`src/rtl/core/emrs_pkg.sv`:
```
package emrs_pkg;

  localparam int unsigned RAW_FIELD_W = 24;
  localparam int unsigned RES_W       = 32;
  localparam int unsigned FLAG_W      = 2;
  localparam int unsigned VAR_W       = 2;

  localparam int unsigned CFG_IDX_W   = 3;
  localparam int unsigned CFG_DATA_W  = 48;
  localparam int unsigned REF_V_W     = 10;
  localparam int unsigned REF_I_W     = 17;
  localparam int unsigned CAL_VI_W    = 48;
  localparam int unsigned CAL_K_W     = 24;
  localparam int unsigned CAL_PW_W    = 23;
  localparam int unsigned CHIP_VAR_W  = 2 * VAR_W;

  localparam logic [REF_V_W-1:0] REF_V_RST = 10'd220;
  localparam logic [REF_I_W-1:0] REF_I_RST = 17'd135;

  // shared multiplier and divider widths
  localparam int unsigned MOP_W    = 27;
  localparam int unsigned PROD_W   = 2 * MOP_W;
  localparam int unsigned VI_W     = REF_V_W + REF_I_W;
  localparam int unsigned VK_W     = 20;
  localparam int unsigned NUM_W    = 67;
  localparam int unsigned DEN_W    = 43;
  localparam int unsigned HI_W     = NUM_W - RES_W;
  localparam int unsigned CNT_W    = $clog2(RES_W);
  localparam int unsigned NUM_SH_W = 5;

  localparam logic [MOP_W-1:0] MUL_UNIT  = 27'd1;
  localparam logic [MOP_W-1:0] MV_PER_V  = 27'd1000;
  localparam logic [MOP_W-1:0] PW_DEN_K  = 27'd1000;
  localparam logic [MOP_W-1:0] EN_DEN_K  = 27'd703125;

  localparam logic [NUM_SH_W-1:0] EN_SH_D78 = 5'd16;
  localparam logic [NUM_SH_W-1:0] EN_SH_D7X = 5'd2;
  localparam logic [NUM_SH_W-1:0] EN_SH_NONE = 5'd0;

  localparam logic [RAW_FIELD_W-1:0] GAIN_OK = 24'h000033;
  localparam int unsigned            OV_BIT  = 5;

  localparam logic [RES_W-1:0] SAT_VAL  = '1;
  localparam logic [RES_W-1:0] VOLT_MIN = 32'd1000;
  localparam logic [RES_W-1:0] CURR_MIN = 32'd10;

  localparam logic [FLAG_W-1:0] FLAG_COMM_ERR = 2'b01;
  localparam logic [FLAG_W-1:0] FLAG_OVER_V   = 2'b10;

  typedef enum logic [CFG_IDX_W-1:0] {
    CFG_REF_VOLTAGE   = 3'd0,
    CFG_REF_CURRENT   = 3'd1,
    CFG_CAL_VI_CH0    = 3'd2,
    CFG_CAL_VI_CH1    = 3'd3,
    CFG_CAL_POWER_CH0 = 3'd4,
    CFG_CAL_POWER_CH1 = 3'd5,
    CFG_CHIP_VARIANTS = 3'd6
  } cfg_idx_e;

  typedef enum logic [VAR_W-1:0] {
    VAR_UNKNOWN = 2'd0,
    VAR_D78     = 2'd1,
    VAR_D70     = 2'd2,
    VAR_D75     = 2'd3
  } variant_e;

  typedef enum logic [1:0] {
    QTY_VOLT   = 2'd0,
    QTY_CURR   = 2'd1,
    QTY_POWER  = 2'd2,
    QTY_ENERGY = 2'd3
  } qty_e;

  typedef struct packed {
    logic                   channel;
    logic [RAW_FIELD_W-1:0] gain_reading;
    logic [RAW_FIELD_W-1:0] status_reading;
    logic [RAW_FIELD_W-1:0] volt_rms_raw;
    logic [RAW_FIELD_W-1:0] curr_rms_raw;
    logic [RAW_FIELD_W-1:0] power_raw;
    logic [RAW_FIELD_W-1:0] pulse_count_raw;
  } in_word_t;

  typedef struct packed {
    logic              out_channel;
    logic [RES_W-1:0]  voltage_mv;
    logic [RES_W-1:0]  current_ma;
    logic [RES_W-1:0]  power_w;
    logic [RES_W-1:0]  energy_centi;
    logic [FLAG_W-1:0] chip_state;
    logic              comm_error;
  } out_word_t;

endpackage

```
`src/rtl/core/emrs_chan_if.sv`:
```
interface emrs_chan_if #(
  parameter type word_t = logic
);
  logic  valid;
  logic  ready;
  word_t word;

  modport source (output valid, output word, input ready);
  modport sink (input valid, input word, output ready);
endinterface

```
`src/rtl/core/energy_meter_reading_scaler_core.sv`:
```
// Energy meter reading scaler.
// in_i (emrs_chan_if.sink, in_word_t) takes one word of raw readings for one
// channel; out_o (emrs_chan_if.source, out_word_t) returns one word of scaled
// results per input word. Calibration is written through cfg_we_i / cfg_idx_i /
// cfg_wdata_i, which the user must do only while no word is in flight; the block
// does not enforce this. All conversions share one 27x27 multiplier and one
// radix-2 restoring divider (one quotient bit per cycle, 32 bits). in_i.ready is
// high only in idle. Per input word the arithmetic runs four divisions, one per
// quantity; a division is skipped for a quantity whose divisor is zero or whose
// quotient saturates, and a gain mismatch skips the arithmetic altogether.
// The result sits in an output register, so the next word is accepted while
// the receiver stalls; only the write into that register waits for it.
// Reset (rst_ni low, asynchronous) loads the calibration defaults (220 V,
// 135 mA, zero counts, unknown variants) and clears the per-channel flags and
// stored results; the block is ready on the first cycle after reset.
module energy_meter_reading_scaler_core
  import emrs_pkg::*;
#(
  parameter int unsigned NUM_CHANNELS = 2,
  parameter int unsigned RAW_WIDTH    = 24
) (
  input  logic                  clk_i,
  input  logic                  rst_ni,
  input  logic                  cfg_we_i,
  input  logic [CFG_IDX_W-1:0]  cfg_idx_i,
  input  logic [CFG_DATA_W-1:0] cfg_wdata_i,
  emrs_chan_if.sink             in_i,
  emrs_chan_if.source           out_o
);

  localparam int unsigned ChIdxW = (NUM_CHANNELS > 1) ? $clog2(NUM_CHANNELS) : 1;
  localparam int unsigned RawEff = (RAW_WIDTH < RAW_FIELD_W) ? RAW_WIDTH : RAW_FIELD_W;
  localparam logic [RAW_FIELD_W-1:0] RawMask =
    RAW_FIELD_W'((64'd1 << RawEff) - 64'd1);
  localparam logic [RAW_FIELD_W-1:0] PwMask =
    (RAW_WIDTH <= RAW_FIELD_W) ? (RawMask >> 1) : RawMask;
  localparam logic [CNT_W-1:0] LastCnt = CNT_W'(RES_W - 1);

  typedef enum logic [2:0] {
    ST_IDLE,
    ST_PRE_VI,
    ST_PRE_VK,
    ST_MUL_NUM,
    ST_MUL_DEN,
    ST_DIV_CHK,
    ST_DIV_RUN,
    ST_FINISH
  } state_e;

  state_e                 st_q;
  qty_e                   qty_q;
  logic [CNT_W-1:0]       cnt_q;
  logic                   out_valid_q;
  out_word_t              out_word_q;

  logic [REF_V_W-1:0]     ref_v_q;
  logic [REF_I_W-1:0]     ref_i_q;
  logic [CAL_VI_W-1:0]    cal_vi_q [2];
  logic [CAL_PW_W-1:0]    cal_pw_q [2];
  logic [CHIP_VAR_W-1:0]  chip_var_q;

  logic [FLAG_W-1:0]      flags_q  [NUM_CHANNELS];
  logic [RES_W-1:0]       last_v_q [NUM_CHANNELS];
  logic [RES_W-1:0]       last_i_q [NUM_CHANNELS];
  logic [RES_W-1:0]       last_p_q [NUM_CHANNELS];
  logic [RES_W-1:0]       last_e_q [NUM_CHANNELS];

  logic                   chan_q;
  logic [ChIdxW-1:0]      ch_idx_q;
  logic                   err_q;
  logic                   status_ov_q;
  logic [RAW_FIELD_W-1:0] vrms_q;
  logic [RAW_FIELD_W-1:0] irms_q;
  logic [RAW_FIELD_W-1:0] pw_q;
  logic [RAW_FIELD_W-1:0] pulses_q;
  logic [VI_W-1:0]        vi_q;
  logic [VK_W-1:0]        vk_q;
  logic [NUM_W-1:0]       num_q;
  logic [DEN_W-1:0]       den_q;
  logic [DEN_W-1:0]       rem_q;
  logic [RES_W-1:0]       quo_q;
  logic [RES_W-1:0]       res_q [4];

  logic [MOP_W-1:0]       mul_a;
  logic [MOP_W-1:0]       mul_b;
  logic [PROD_W-1:0]      prod;
  variant_e               variant;
  logic [CAL_K_W-1:0]     uk;
  logic [CAL_K_W-1:0]     ik;
  logic [CAL_PW_W-1:0]    wk;
  logic [NUM_SH_W-1:0]    num_sh;
  logic                   sat_chk;
  logic [DEN_W+1:0]       diff;
  logic                   ge;
  logic [DEN_W-1:0]       rem_d;
  logic [RES_W-1:0]       quo_d;
  logic [RES_W-1:0]       res_raw;
  logic [RES_W-1:0]       res_fin;
  logic                   res_we;
  logic                   out_free;
  logic [FLAG_W-1:0]      flags_d;

  assign in_i.ready  = (st_q == ST_IDLE);
  assign out_o.valid = out_valid_q;
  assign out_o.word  = out_word_q;

  // calibration of the channel being processed
  always_comb begin
    variant = variant_e'(chan_q ? chip_var_q[CHIP_VAR_W-1:VAR_W] : chip_var_q[VAR_W-1:0]);
    uk      = cal_vi_q[chan_q][CAL_VI_W-1:CAL_K_W];
    ik      = cal_vi_q[chan_q][CAL_K_W-1:0];
    wk      = cal_pw_q[chan_q];
  end

  // shared multiplier operand select
  always_comb begin
    mul_a = '0;
    mul_b = '0;
    case (st_q)
      ST_PRE_VI: begin
        mul_a = MOP_W'(ref_v_q);
        mul_b = MOP_W'(ref_i_q);
      end
      ST_PRE_VK: begin
        mul_a = MOP_W'(ref_v_q);
        mul_b = MV_PER_V;
      end
      ST_MUL_NUM: begin
        case (qty_q)
          QTY_VOLT: begin
            mul_a = MOP_W'(vrms_q);
            mul_b = MOP_W'(vk_q);
          end
          QTY_CURR: begin
            mul_a = MOP_W'(irms_q);
            mul_b = MOP_W'(ref_i_q);
          end
          QTY_POWER: begin
            mul_a = MOP_W'(pw_q);
            mul_b = MOP_W'(vi_q);
          end
          default: begin
            mul_a = MOP_W'(pulses_q);
            mul_b = MOP_W'(vi_q);
          end
        endcase
      end
      ST_MUL_DEN: begin
        case (qty_q)
          QTY_VOLT: begin
            mul_a = MOP_W'(uk);
            mul_b = MUL_UNIT;
          end
          QTY_CURR: begin
            mul_a = MOP_W'(ik);
            mul_b = MUL_UNIT;
          end
          QTY_POWER: begin
            mul_a = MOP_W'(wk);
            mul_b = PW_DEN_K;
          end
          default: begin
            mul_a = MOP_W'(wk);
            mul_b = EN_DEN_K;
          end
        endcase
      end
      default: ;
    endcase
    prod = mul_a * mul_b;
  end

  // energy dividend scale: x65536 for D78, x4 for D70/D75, none for unknown
  always_comb begin
    num_sh = EN_SH_NONE;
    if (qty_q == QTY_ENERGY) begin
      case (variant)
        VAR_D78: num_sh = EN_SH_D78;
        VAR_D70: num_sh = EN_SH_D7X;
        VAR_D75: num_sh = EN_SH_D7X;
        default: num_sh = EN_SH_NONE;
      endcase
    end
  end

  // divider step and result finishing
  always_comb begin
    sat_chk = (den_q == '0) || (DEN_W'(num_q[NUM_W-1:RES_W]) >= den_q);
    diff    = {1'b0, rem_q, quo_q[RES_W-1]} - {2'b00, den_q};
    ge      = ~diff[DEN_W+1];
    rem_d   = ge ? diff[DEN_W-1:0] : {rem_q[DEN_W-2:0], quo_q[RES_W-1]};
    quo_d   = {quo_q[RES_W-2:0], ge};
    res_raw = (st_q == ST_DIV_CHK) ? SAT_VAL : quo_d;
    res_fin = res_raw;
    case (qty_q)
      QTY_VOLT:   if (res_raw < VOLT_MIN) res_fin = '0;
      QTY_CURR:   if (res_raw < CURR_MIN) res_fin = '0;
      QTY_ENERGY: if (variant == VAR_UNKNOWN) res_fin = '0;
      default:    ;
    endcase
    res_we = ((st_q == ST_DIV_CHK) && sat_chk) ||
             ((st_q == ST_DIV_RUN) && (cnt_q == LastCnt));
  end

  always_comb begin
    out_free = !out_valid_q || out_o.ready;
    if (err_q) begin
      flags_d = flags_q[ch_idx_q] | FLAG_COMM_ERR;
    end else if (status_ov_q) begin
      flags_d = flags_q[ch_idx_q] | FLAG_OVER_V;
    end else begin
      flags_d = '0;
    end
  end

  // datapath
  always_ff @(posedge clk_i) begin
    case (st_q)
      ST_IDLE: begin
        if (in_i.valid) begin
          chan_q      <= in_i.word.channel;
          ch_idx_q    <= (int'(in_i.word.channel) >= NUM_CHANNELS) ?
                         ChIdxW'(NUM_CHANNELS - 1) : ChIdxW'(in_i.word.channel);
          err_q       <= (in_i.word.gain_reading != GAIN_OK);
          status_ov_q <= in_i.word.status_reading[OV_BIT];
          vrms_q      <= in_i.word.volt_rms_raw & RawMask;
          irms_q      <= in_i.word.curr_rms_raw & RawMask;
          pw_q        <= in_i.word.power_raw & PwMask;
          pulses_q    <= in_i.word.pulse_count_raw & RawMask;
        end
      end
      ST_PRE_VI:  vi_q  <= VI_W'(prod);
      ST_PRE_VK:  vk_q  <= VK_W'(prod);
      ST_MUL_NUM: num_q <= NUM_W'(prod) << num_sh;
      ST_MUL_DEN: den_q <= DEN_W'(prod);
      ST_DIV_CHK: begin
        rem_q <= DEN_W'(num_q[NUM_W-1:RES_W]);
        quo_q <= num_q[RES_W-1:0];
      end
      ST_DIV_RUN: begin
        rem_q <= rem_d;
        quo_q <= quo_d;
      end
      default: ;
    endcase
    if (res_we) begin
      res_q[qty_q] <= res_fin;
    end
  end

  // sequencer, output register, configuration and per-channel state
  always_ff @(posedge clk_i or negedge rst_ni) begin
    if (!rst_ni) begin
      st_q        <= ST_IDLE;
      qty_q       <= QTY_VOLT;
      cnt_q       <= '0;
      out_valid_q <= 1'b0;
      out_word_q  <= '0;
      ref_v_q     <= REF_V_RST;
      ref_i_q     <= REF_I_RST;
      cal_vi_q[0] <= '0;
      cal_vi_q[1] <= '0;
      cal_pw_q[0] <= '0;
      cal_pw_q[1] <= '0;
      chip_var_q  <= '0;
      for (int k = 0; k < NUM_CHANNELS; k++) begin
        flags_q[k]  <= '0;
        last_v_q[k] <= '0;
        last_i_q[k] <= '0;
        last_p_q[k] <= '0;
        last_e_q[k] <= '0;
      end
    end else begin
      if (cfg_we_i) begin
        case (cfg_idx_e'(cfg_idx_i))
          CFG_REF_VOLTAGE:   ref_v_q     <= cfg_wdata_i[REF_V_W-1:0];
          CFG_REF_CURRENT:   ref_i_q     <= cfg_wdata_i[REF_I_W-1:0];
          CFG_CAL_VI_CH0:    cal_vi_q[0] <= cfg_wdata_i[CAL_VI_W-1:0];
          CFG_CAL_VI_CH1:    cal_vi_q[1] <= cfg_wdata_i[CAL_VI_W-1:0];
          CFG_CAL_POWER_CH0: cal_pw_q[0] <= cfg_wdata_i[CAL_PW_W-1:0];
          CFG_CAL_POWER_CH1: cal_pw_q[1] <= cfg_wdata_i[CAL_PW_W-1:0];
          CFG_CHIP_VARIANTS: chip_var_q  <= cfg_wdata_i[CHIP_VAR_W-1:0];
          default: ;
        endcase
      end

      // in finish a free output register is reloaded below
      if (out_o.ready && (st_q != ST_FINISH)) begin
        out_valid_q <= 1'b0;
      end

      case (st_q)
        ST_IDLE: begin
          if (in_i.valid) begin
            st_q <= (in_i.word.gain_reading != GAIN_OK) ? ST_FINISH : ST_PRE_VI;
          end
        end
        ST_PRE_VI: st_q <= ST_PRE_VK;
        ST_PRE_VK: begin
          qty_q <= QTY_VOLT;
          st_q  <= ST_MUL_NUM;
        end
        ST_MUL_NUM: st_q <= ST_MUL_DEN;
        ST_MUL_DEN: st_q <= ST_DIV_CHK;
        ST_DIV_CHK: begin
          cnt_q <= '0;
          if (sat_chk) begin
            if (qty_q == QTY_ENERGY) begin
              st_q <= ST_FINISH;
            end else begin
              qty_q <= qty_e'(qty_q + 1'b1);
              st_q  <= ST_MUL_NUM;
            end
          end else begin
            st_q <= ST_DIV_RUN;
          end
        end
        ST_DIV_RUN: begin
          cnt_q <= cnt_q + 1'b1;
          if (cnt_q == LastCnt) begin
            if (qty_q == QTY_ENERGY) begin
              st_q <= ST_FINISH;
            end else begin
              qty_q <= qty_e'(qty_q + 1'b1);
              st_q  <= ST_MUL_NUM;
            end
          end
        end
        ST_FINISH: begin
          if (out_free) begin
            out_valid_q            <= 1'b1;
            out_word_q.out_channel <= chan_q;
            out_word_q.chip_state  <= flags_d;
            out_word_q.comm_error  <= err_q;
            flags_q[ch_idx_q]      <= flags_d;
            if (err_q) begin
              out_word_q.voltage_mv   <= last_v_q[ch_idx_q];
              out_word_q.current_ma   <= last_i_q[ch_idx_q];
              out_word_q.power_w      <= last_p_q[ch_idx_q];
              out_word_q.energy_centi <= last_e_q[ch_idx_q];
            end else begin
              out_word_q.voltage_mv   <= res_q[QTY_VOLT];
              out_word_q.current_ma   <= res_q[QTY_CURR];
              out_word_q.power_w      <= res_q[QTY_POWER];
              out_word_q.energy_centi <= res_q[QTY_ENERGY];
              last_v_q[ch_idx_q]      <= res_q[QTY_VOLT];
              last_i_q[ch_idx_q]      <= res_q[QTY_CURR];
              last_p_q[ch_idx_q]      <= res_q[QTY_POWER];
              last_e_q[ch_idx_q]      <= res_q[QTY_ENERGY];
            end
            st_q <= ST_IDLE;
          end
        end
        default: st_q <= ST_IDLE;
      endcase
    end
  end

endmodule

```
`src/flat_wrapper.sv`:
```
// flat-port wrapper written by rule: the top's interface ports become plain ports
module energy_meter_reading_scaler_core_flat import emrs_pkg::*;
#(
  parameter int unsigned NUM_CHANNELS = 2,
  parameter int unsigned RAW_WIDTH    = 24
)
  (clk_i, rst_ni, cfg_we_i, cfg_idx_i, cfg_wdata_i, in_i_valid, in_i_word, in_i_ready, out_o_valid, out_o_word, out_o_ready);
  emrs_chan_if #(.word_t(in_word_t)) in_i_i ();
  emrs_chan_if #(.word_t(out_word_t)) out_o_i ();
  input  logic clk_i;
  input  logic rst_ni;
  input  logic cfg_we_i;
  input  logic [CFG_IDX_W-1:0] cfg_idx_i;
  input  logic [CFG_DATA_W-1:0] cfg_wdata_i;
  input wire logic [$bits(in_i_i.valid)-1:0] in_i_valid;
  input wire logic [$bits(in_i_i.word)-1:0] in_i_word;
  output wire logic [$bits(in_i_i.ready)-1:0] in_i_ready;
  output wire logic [$bits(out_o_i.valid)-1:0] out_o_valid;
  output wire logic [$bits(out_o_i.word)-1:0] out_o_word;
  input wire logic [$bits(out_o_i.ready)-1:0] out_o_ready;
  assign in_i_i.valid = in_i_valid;
  assign in_i_i.word = in_i_word;
  assign in_i_ready = in_i_i.ready;
  assign out_o_valid = out_o_i.valid;
  assign out_o_word = out_o_i.word;
  assign out_o_i.ready = out_o_ready;
  energy_meter_reading_scaler_core #(.NUM_CHANNELS(NUM_CHANNELS), .RAW_WIDTH(RAW_WIDTH)) u_core (.clk_i(clk_i), .rst_ni(rst_ni), .cfg_we_i(cfg_we_i), .cfg_idx_i(cfg_idx_i), .cfg_wdata_i(cfg_wdata_i), .in_i(in_i_i), .out_o(out_o_i));
endmodule
```
`config.mk`:
```
export PLATFORM = sky130hd
export DESIGN_NAME = energy_meter_reading_scaler_core_flat
export DESIGN_NICKNAME = d
export VERILOG_FILES = /design/src/rtl/core/emrs_pkg.sv /design/src/rtl/core/emrs_chan_if.sv /design/src/rtl/core/energy_meter_reading_scaler_core.sv /design/src/flat_wrapper.sv
export SDC_FILE = /design/constraint.sdc
export NUM_CORES = 2
export LEC_CHECK = 0
export BUFFER_PORTS_ARGS = -buffer_cell sky130_fd_sc_hd__buf_2
export CAP_MARGIN = 10
export CORE_MARGIN = 5
export CORE_UTILIZATION = 40
export DETAILED_ROUTE_END_ITERATION = 6
export GPL_ROUTABILITY_DRIVEN = 0
export GPL_TIMING_DRIVEN = 0
export RECOVER_POWER = 100
export SLEW_MARGIN = 20
export SYNTH_ARGS = -nofsm -noshare
export SYNTH_HDL_FRONTEND = slang
export SYNTH_SLANG_ARGS = --single-unit
```
`constraint.sdc`:
```
create_clock -name clk_i -period 12.1 [get_ports clk_i]
set_input_delay 1.21 -clock clk_i [delete_from_list [all_inputs] [get_ports clk_i]]
set_output_delay 1.21 -clock clk_i [all_outputs]
set_load 0.02 [all_outputs]
```
==> flow_summary.rst <==
.. list-table::
   :header-rows: 1

   * - Metric
     - Value
   * - Worst hold path startpoint
     - u_core.out_o.word[51]
   * - Worst hold-check path type
     - reg2reg
   * - Synthesized net count
     - about 7,300
   * - I/O pins
     - 335
   * - Final setup violation count
     - 0
   * - Maximum number of pins on one net before global-route repair
     - 98
   * - EDFF count, synth
     - 458
   * - TritonCTS clock tree
     - done
   * - Met1 track utilization from global routing
     - between 30% and 40%
   * - Number of iterations in the first detailed-routing pass
     - 7
   * - Dominant delay contributor by cell family on the critical path
     - adder cells
   * - Top-count cell post-synth
     - sky130_fd_sc_hd__nand2_1
   * - Post-route clock period utilization
     - 96.9%
   * - Headroom to the max-slew limit
     - -225%
   * - Multi-input combinational cell area
     - 0.0352 mm²
   * - Leakage power
     - 33.5 nW
   * - Die Height
     - 421 µm
   * - Top FF cell, synth
     - sky130_fd_sc_hd__dfrtp_1
   * - Seq/Total Area, Yosys
     - a little over two fifths
   * - CP max-delay cell
     - sky130_fd_sc_hd__clkbuf_1
   * - Via count
     - 49,200
   * - CTS buffer count
     - 105
   * - Final critical-path required period
     - about 12,000 ps
   * - Die Width
     - 421 µm
   * - Most common cell type on the critical path
     - sky130_fd_sc_hd__fa_1
   * - Max clock buf depth
     - 3
   * - Final sum of negative setup slack
     - 0 ps
   * - Max frequency
     - 0.0853 GHz
   * - Number of sinks driven by the clock tree
     - roughly 1,000
   * - Global-route wire length before repair
     - 321 mm
   * - End point of the most critical hold path
     - u_core.out_o.word[51]
   * - Maxcap violations
     - 15
   * - Endpoint of the most critical register-to-register path
     - u_core.num_q[49]
   * - Number of instances on the worst hold path
     - 2
   * - Number of endpoints with negative hold slack in the final report
     - 0
   * - Post-CTS Hold Fix Bufs
     - 0
   * - Post-route cell area
     - 0.0755 mm²
   * - Maximum single-stage delay on the critical path
     - 770 ps
   * - Leading post-synthesis cells by instance count
     - sky130_fd_sc_hd__nand2_1 (920), sky130_fd_sc_hd__inv_1 (770), sky130_fd_sc_hd__dfrtp_1 (567), sky130_fd_sc_hd__fa_1 (552), sky130_fd_sc_hd__edfxtp_1 (458)
   * - Starting Density
     - 40.3%
   * - Half-perimeter wire length after placement
     - 165 mm
   * - Wirelength, routed
     - around 210 mm
   * - Pins Over Slew Limit
     - approximately 730
   * - Number of nets with antenna violations after detailed routing
     - 0
   * - H-Tree Depth
     - 3
   * - Floorplan die area
     - about 0.18 mm²
   * - Run status
     - finished with violations
   * - Critical Path RT
     - around 13,000 ps
   * - Largest cells by area after synthesis
     - sky130_fd_sc_hd__dfrtp_1 (21%), sky130_fd_sc_hd__edfxtp_1 (20%), sky130_fd_sc_hd__fa_1 (16%), sky130_fd_sc_hd__mux2_2 (7.3%), sky130_fd_sc_hd__ha_1 (5.3%)
   * - Met2 track demand over resource
     - 39.5%
   * - Instance count after placement with tap cells included
     - 8,804
   * - Overflow left after global routing
     - 0
   * - Fillers
     - approximately 16,000
   * - Proportion of netlist area held by the largest area contributor
     - 21.0%
   * - Worst Max-Slew Pin Slew
     - 4880 ps
   * - Setup slack on the worst flop-to-flop path
     - between 300 and 400 ps
   * - Netlist area before placement
     - 0.0674 mm²
   * - DRC
     - 0
   * - Placed instance area
     - just over 0.07 mm²
   * - Fraction of synthesis flops using an asynchronous set or reset pin
     - a little under three fifths
   * - Aggregate global-route resource usage
     - 24.1%
   * - Antenna violations before repair
     - 7
   * - Setup repair after global routing missed its margin
     - false
   * - Critical path class
     - reg2reg
   * - Post-synthesis instance total
     - 6,261
   * - Area leader, netlist
     - sky130_fd_sc_hd__dfrtp_1
   * - Element type at the critical path start
     - flop
   * - Reg clk slew, reported paths
     - 70 ps
   * - Path depth of the worst reg2reg path
     - 32
   * - Via count of the first global-routing pass
     - 50,800
   * - Final-stage net count
     - 7,752
   * - YS warnings
     - 0
   * - Number of synthesized register bits
     - 1,034
   * - Core footprint
     - 0.167 mm²
   * - Count of routing violations after the opening detailed-route iteration
     - between 4,000 and 5,000
   * - Port bufs
     - between 300 and 400
   * - Final clock skew
     - 94.5 ps
   * - Post-synthesis average cell area
     - 10.8 µm²
   * - Failing checks
     - capacitance limit, slew limit
   * - Maximum ir drop on the vdd rail
     - 319 µV
   * - Power density over cell area
     - between 300 and 400 mW/mm²
   * - Type of destination of the critical path
     - flop
   * - Worst skew pair latency
     - 750 ps
   * - Synthesis-to-finish area growth
     - 12.0%
   * - Vias per inst
     - between 5 and 6
   * - Wire length per cell
     - 23.8 µm
   * - Share of layout cells above drive strength 1
     - 12.8%
   * - Minimum hold slack
     - 474 ps
   * - Library cell used as clock root buffer
     - sky130_fd_sc_hd__clkbuf_16
   * - FF-to-FF Start
     - u_core.qty_q[1]
   * - WP buf/inv
     - 9
   * - Number of distinct library cells after synthesis
     - 90
   * - Total area of sequential cells
     - 0.0282 mm²
   * - Final standard cell count with taps included and fillers excluded
     - between 9,000 and 10,000
   * - Data arrival time of the worst path
     - 12,190 ps
   * - Rows
     - 150
   * - Met3 Resource Use GR
     - roughly 4.2%
   * - CP max FO
     - 10
   * - Global-route layer with the greatest usage
     - met2
==> through the flow <==
stage,worst slack [ps],util [%],power (mW)
after floorplan,2070,-,14.4
after global placement,-2300,42.8,19.3
after detailed placement,-268,43.4,19.7
after CTS,59.4,45.4,23.0
after global routing,7.36,45.1,24.5
final,372,45.1,23.1
==> layout by cell type (no fill, tap or decap), types with 13 or more instances in the layout <==
master,Yosys,layout
sky130_fd_sc_hd__a211o_1,13,13
sky130_fd_sc_hd__a211oi_1,25,23
sky130_fd_sc_hd__a21o_1,56,56
sky130_fd_sc_hd__a21oi_1,347,348
sky130_fd_sc_hd__a222oi_1,24,24
sky130_fd_sc_hd__a22o_1,19,19
sky130_fd_sc_hd__a22oi_1,45,46
sky130_fd_sc_hd__a31oi_1,28,25
sky130_fd_sc_hd__and2_1,153,142
sky130_fd_sc_hd__and3_1,30,30
sky130_fd_sc_hd__buf_1,46,18
sky130_fd_sc_hd__buf_2,13,171
sky130_fd_sc_hd__clkbuf_1,283,487
sky130_fd_sc_hd__clkbuf_16,0,107
sky130_fd_sc_hd__clkbuf_2,0,24
sky130_fd_sc_hd__clkbuf_8,0,14
sky130_fd_sc_hd__clkinv_1,1,18
sky130_fd_sc_hd__dfrtp_1,567,567
sky130_fd_sc_hd__edfxtp_1,458,458
sky130_fd_sc_hd__fa_1,552,552
sky130_fd_sc_hd__ha_1,288,288
sky130_fd_sc_hd__inv_1,770,768
sky130_fd_sc_hd__mux2_2,438,437
sky130_fd_sc_hd__mux2i_1,153,153
sky130_fd_sc_hd__nand2_1,920,920
sky130_fd_sc_hd__nand2b_1,20,20
sky130_fd_sc_hd__nand3_1,43,43
sky130_fd_sc_hd__nand4_1,28,28
sky130_fd_sc_hd__nor2_1,308,308
sky130_fd_sc_hd__nor3_1,26,26
sky130_fd_sc_hd__nor3b_1,28,27
sky130_fd_sc_hd__nor4_1,23,23
sky130_fd_sc_hd__o21a_1,49,49
sky130_fd_sc_hd__o21ai_0,221,231
sky130_fd_sc_hd__o21bai_1,18,18
sky130_fd_sc_hd__xnor2_1,50,50
sky130_fd_sc_hd__xor2_1,31,31
==> cell type report <==
type	instances	area share, %
Multi-Input combinational cell	4109	46.6
Sequential cell	1034	37.3
Clock buffer	153	3.96
Inverter	771	3.84
Tap cell	2204	3.65
Timing Repair Buffer	344	2.26
Buffer	346	1.79
Clock inverter	45	0.539
Antenna cell	3	0.00994
==> flip-flops by register name (all words and copies together) (netlist names), 23 cells and up <==
| signal | flops |
|---|---|
| u_core.out_o.word | 132 |
| u_core.res_q | 128 |
| u_core.cal_vi_q | 96 |
| u_core.num_q | 67 |
| u_core.last_e_q | 64 |
| u_core.last_i_q | 64 |
| u_core.last_p_q | 64 |
| u_core.last_v_q | 64 |
| u_core.cal_pw_q | 46 |
| u_core.den_q | 43 |
| u_core.rem_q | 43 |
| u_core.quo_q | 32 |
| u_core.vi_q | 27 |
| u_core.irms_q | 24 |
| u_core.pulses_q | 24 |
| u_core.vrms_q | 24 |
| u_core.pw_q | 23 |
==> layer usage <==
| metal | vias to the layer above | routed length [µm] |
|---|---|---|
| met1 | 25000 | 89100 |
| met3 | 464 | 16100 |
| met2 | 1943 | 99400 |
| met5 | - | 18 |
| met4 | 2 | 10200 |
| li1 | 21800 | - |
==> where the power goes <==
group	switching [mW]	total [mW]	internal, mW
combinational	9.27	13.6	4.30
clock	1.45	3.20	1.76
sequential	0.689	6.33	5.64
==> cells by family (layout without fill, tap and decap cells) <==
group | after synthesis | after routing | share of synthesized area [%]
simple gates | 1619 | 1619 | 10.5
buf+inv | 1118 | 1659 | 6.29
flops | 1034 | 1034 | 41.8
compound gates | 976 | 976 | 9.04
fa+ha+maj | 840 | 840 | 21.7
mux | 593 | 593 | 9.65
xor+xnor | 81 | 81 | 1.05
other cells | 0 | 3 | 0
==> tightest hold or removal path, cell delays in order (launching register included) <==
cell                      delay (ps)
sky130_fd_sc_hd__dfrtp_1         340
sky130_fd_sc_hd__nand2_1          40
sky130_fd_sc_hd__o21ai_0          60
==> worst max-delay path by stage <==
stage / start / to / slack [ps] / cells after the start
floorplan: u_core.st_q[1] / u_core.num_q[51] / 2070 / 35
global placement: rst_ni / u_core.cal_vi_q[45] / -2300 / 1
global route: u_core.qty_q[0] / u_core.num_q[44] / 7 / 34
CTS: u_core.qty_q[0] / u_core.num_q[60] / 60 / 38
detailed placement: u_core.qty_q[0] / u_core.num_q[44] / -270 / 38
finish: u_core.qty_q[1] / u_core.num_q[49] / 370 / 32
==> timing repair <==
action | 4_1_cts | 5_1_grt
buffers inserted | 2 | 2
pin swaps | 1 | 1
endpoints found under the setup margin | 3 | 36
resized for setup | 3 | 55
Note: power is estimated with default switching activity, not from simulation.
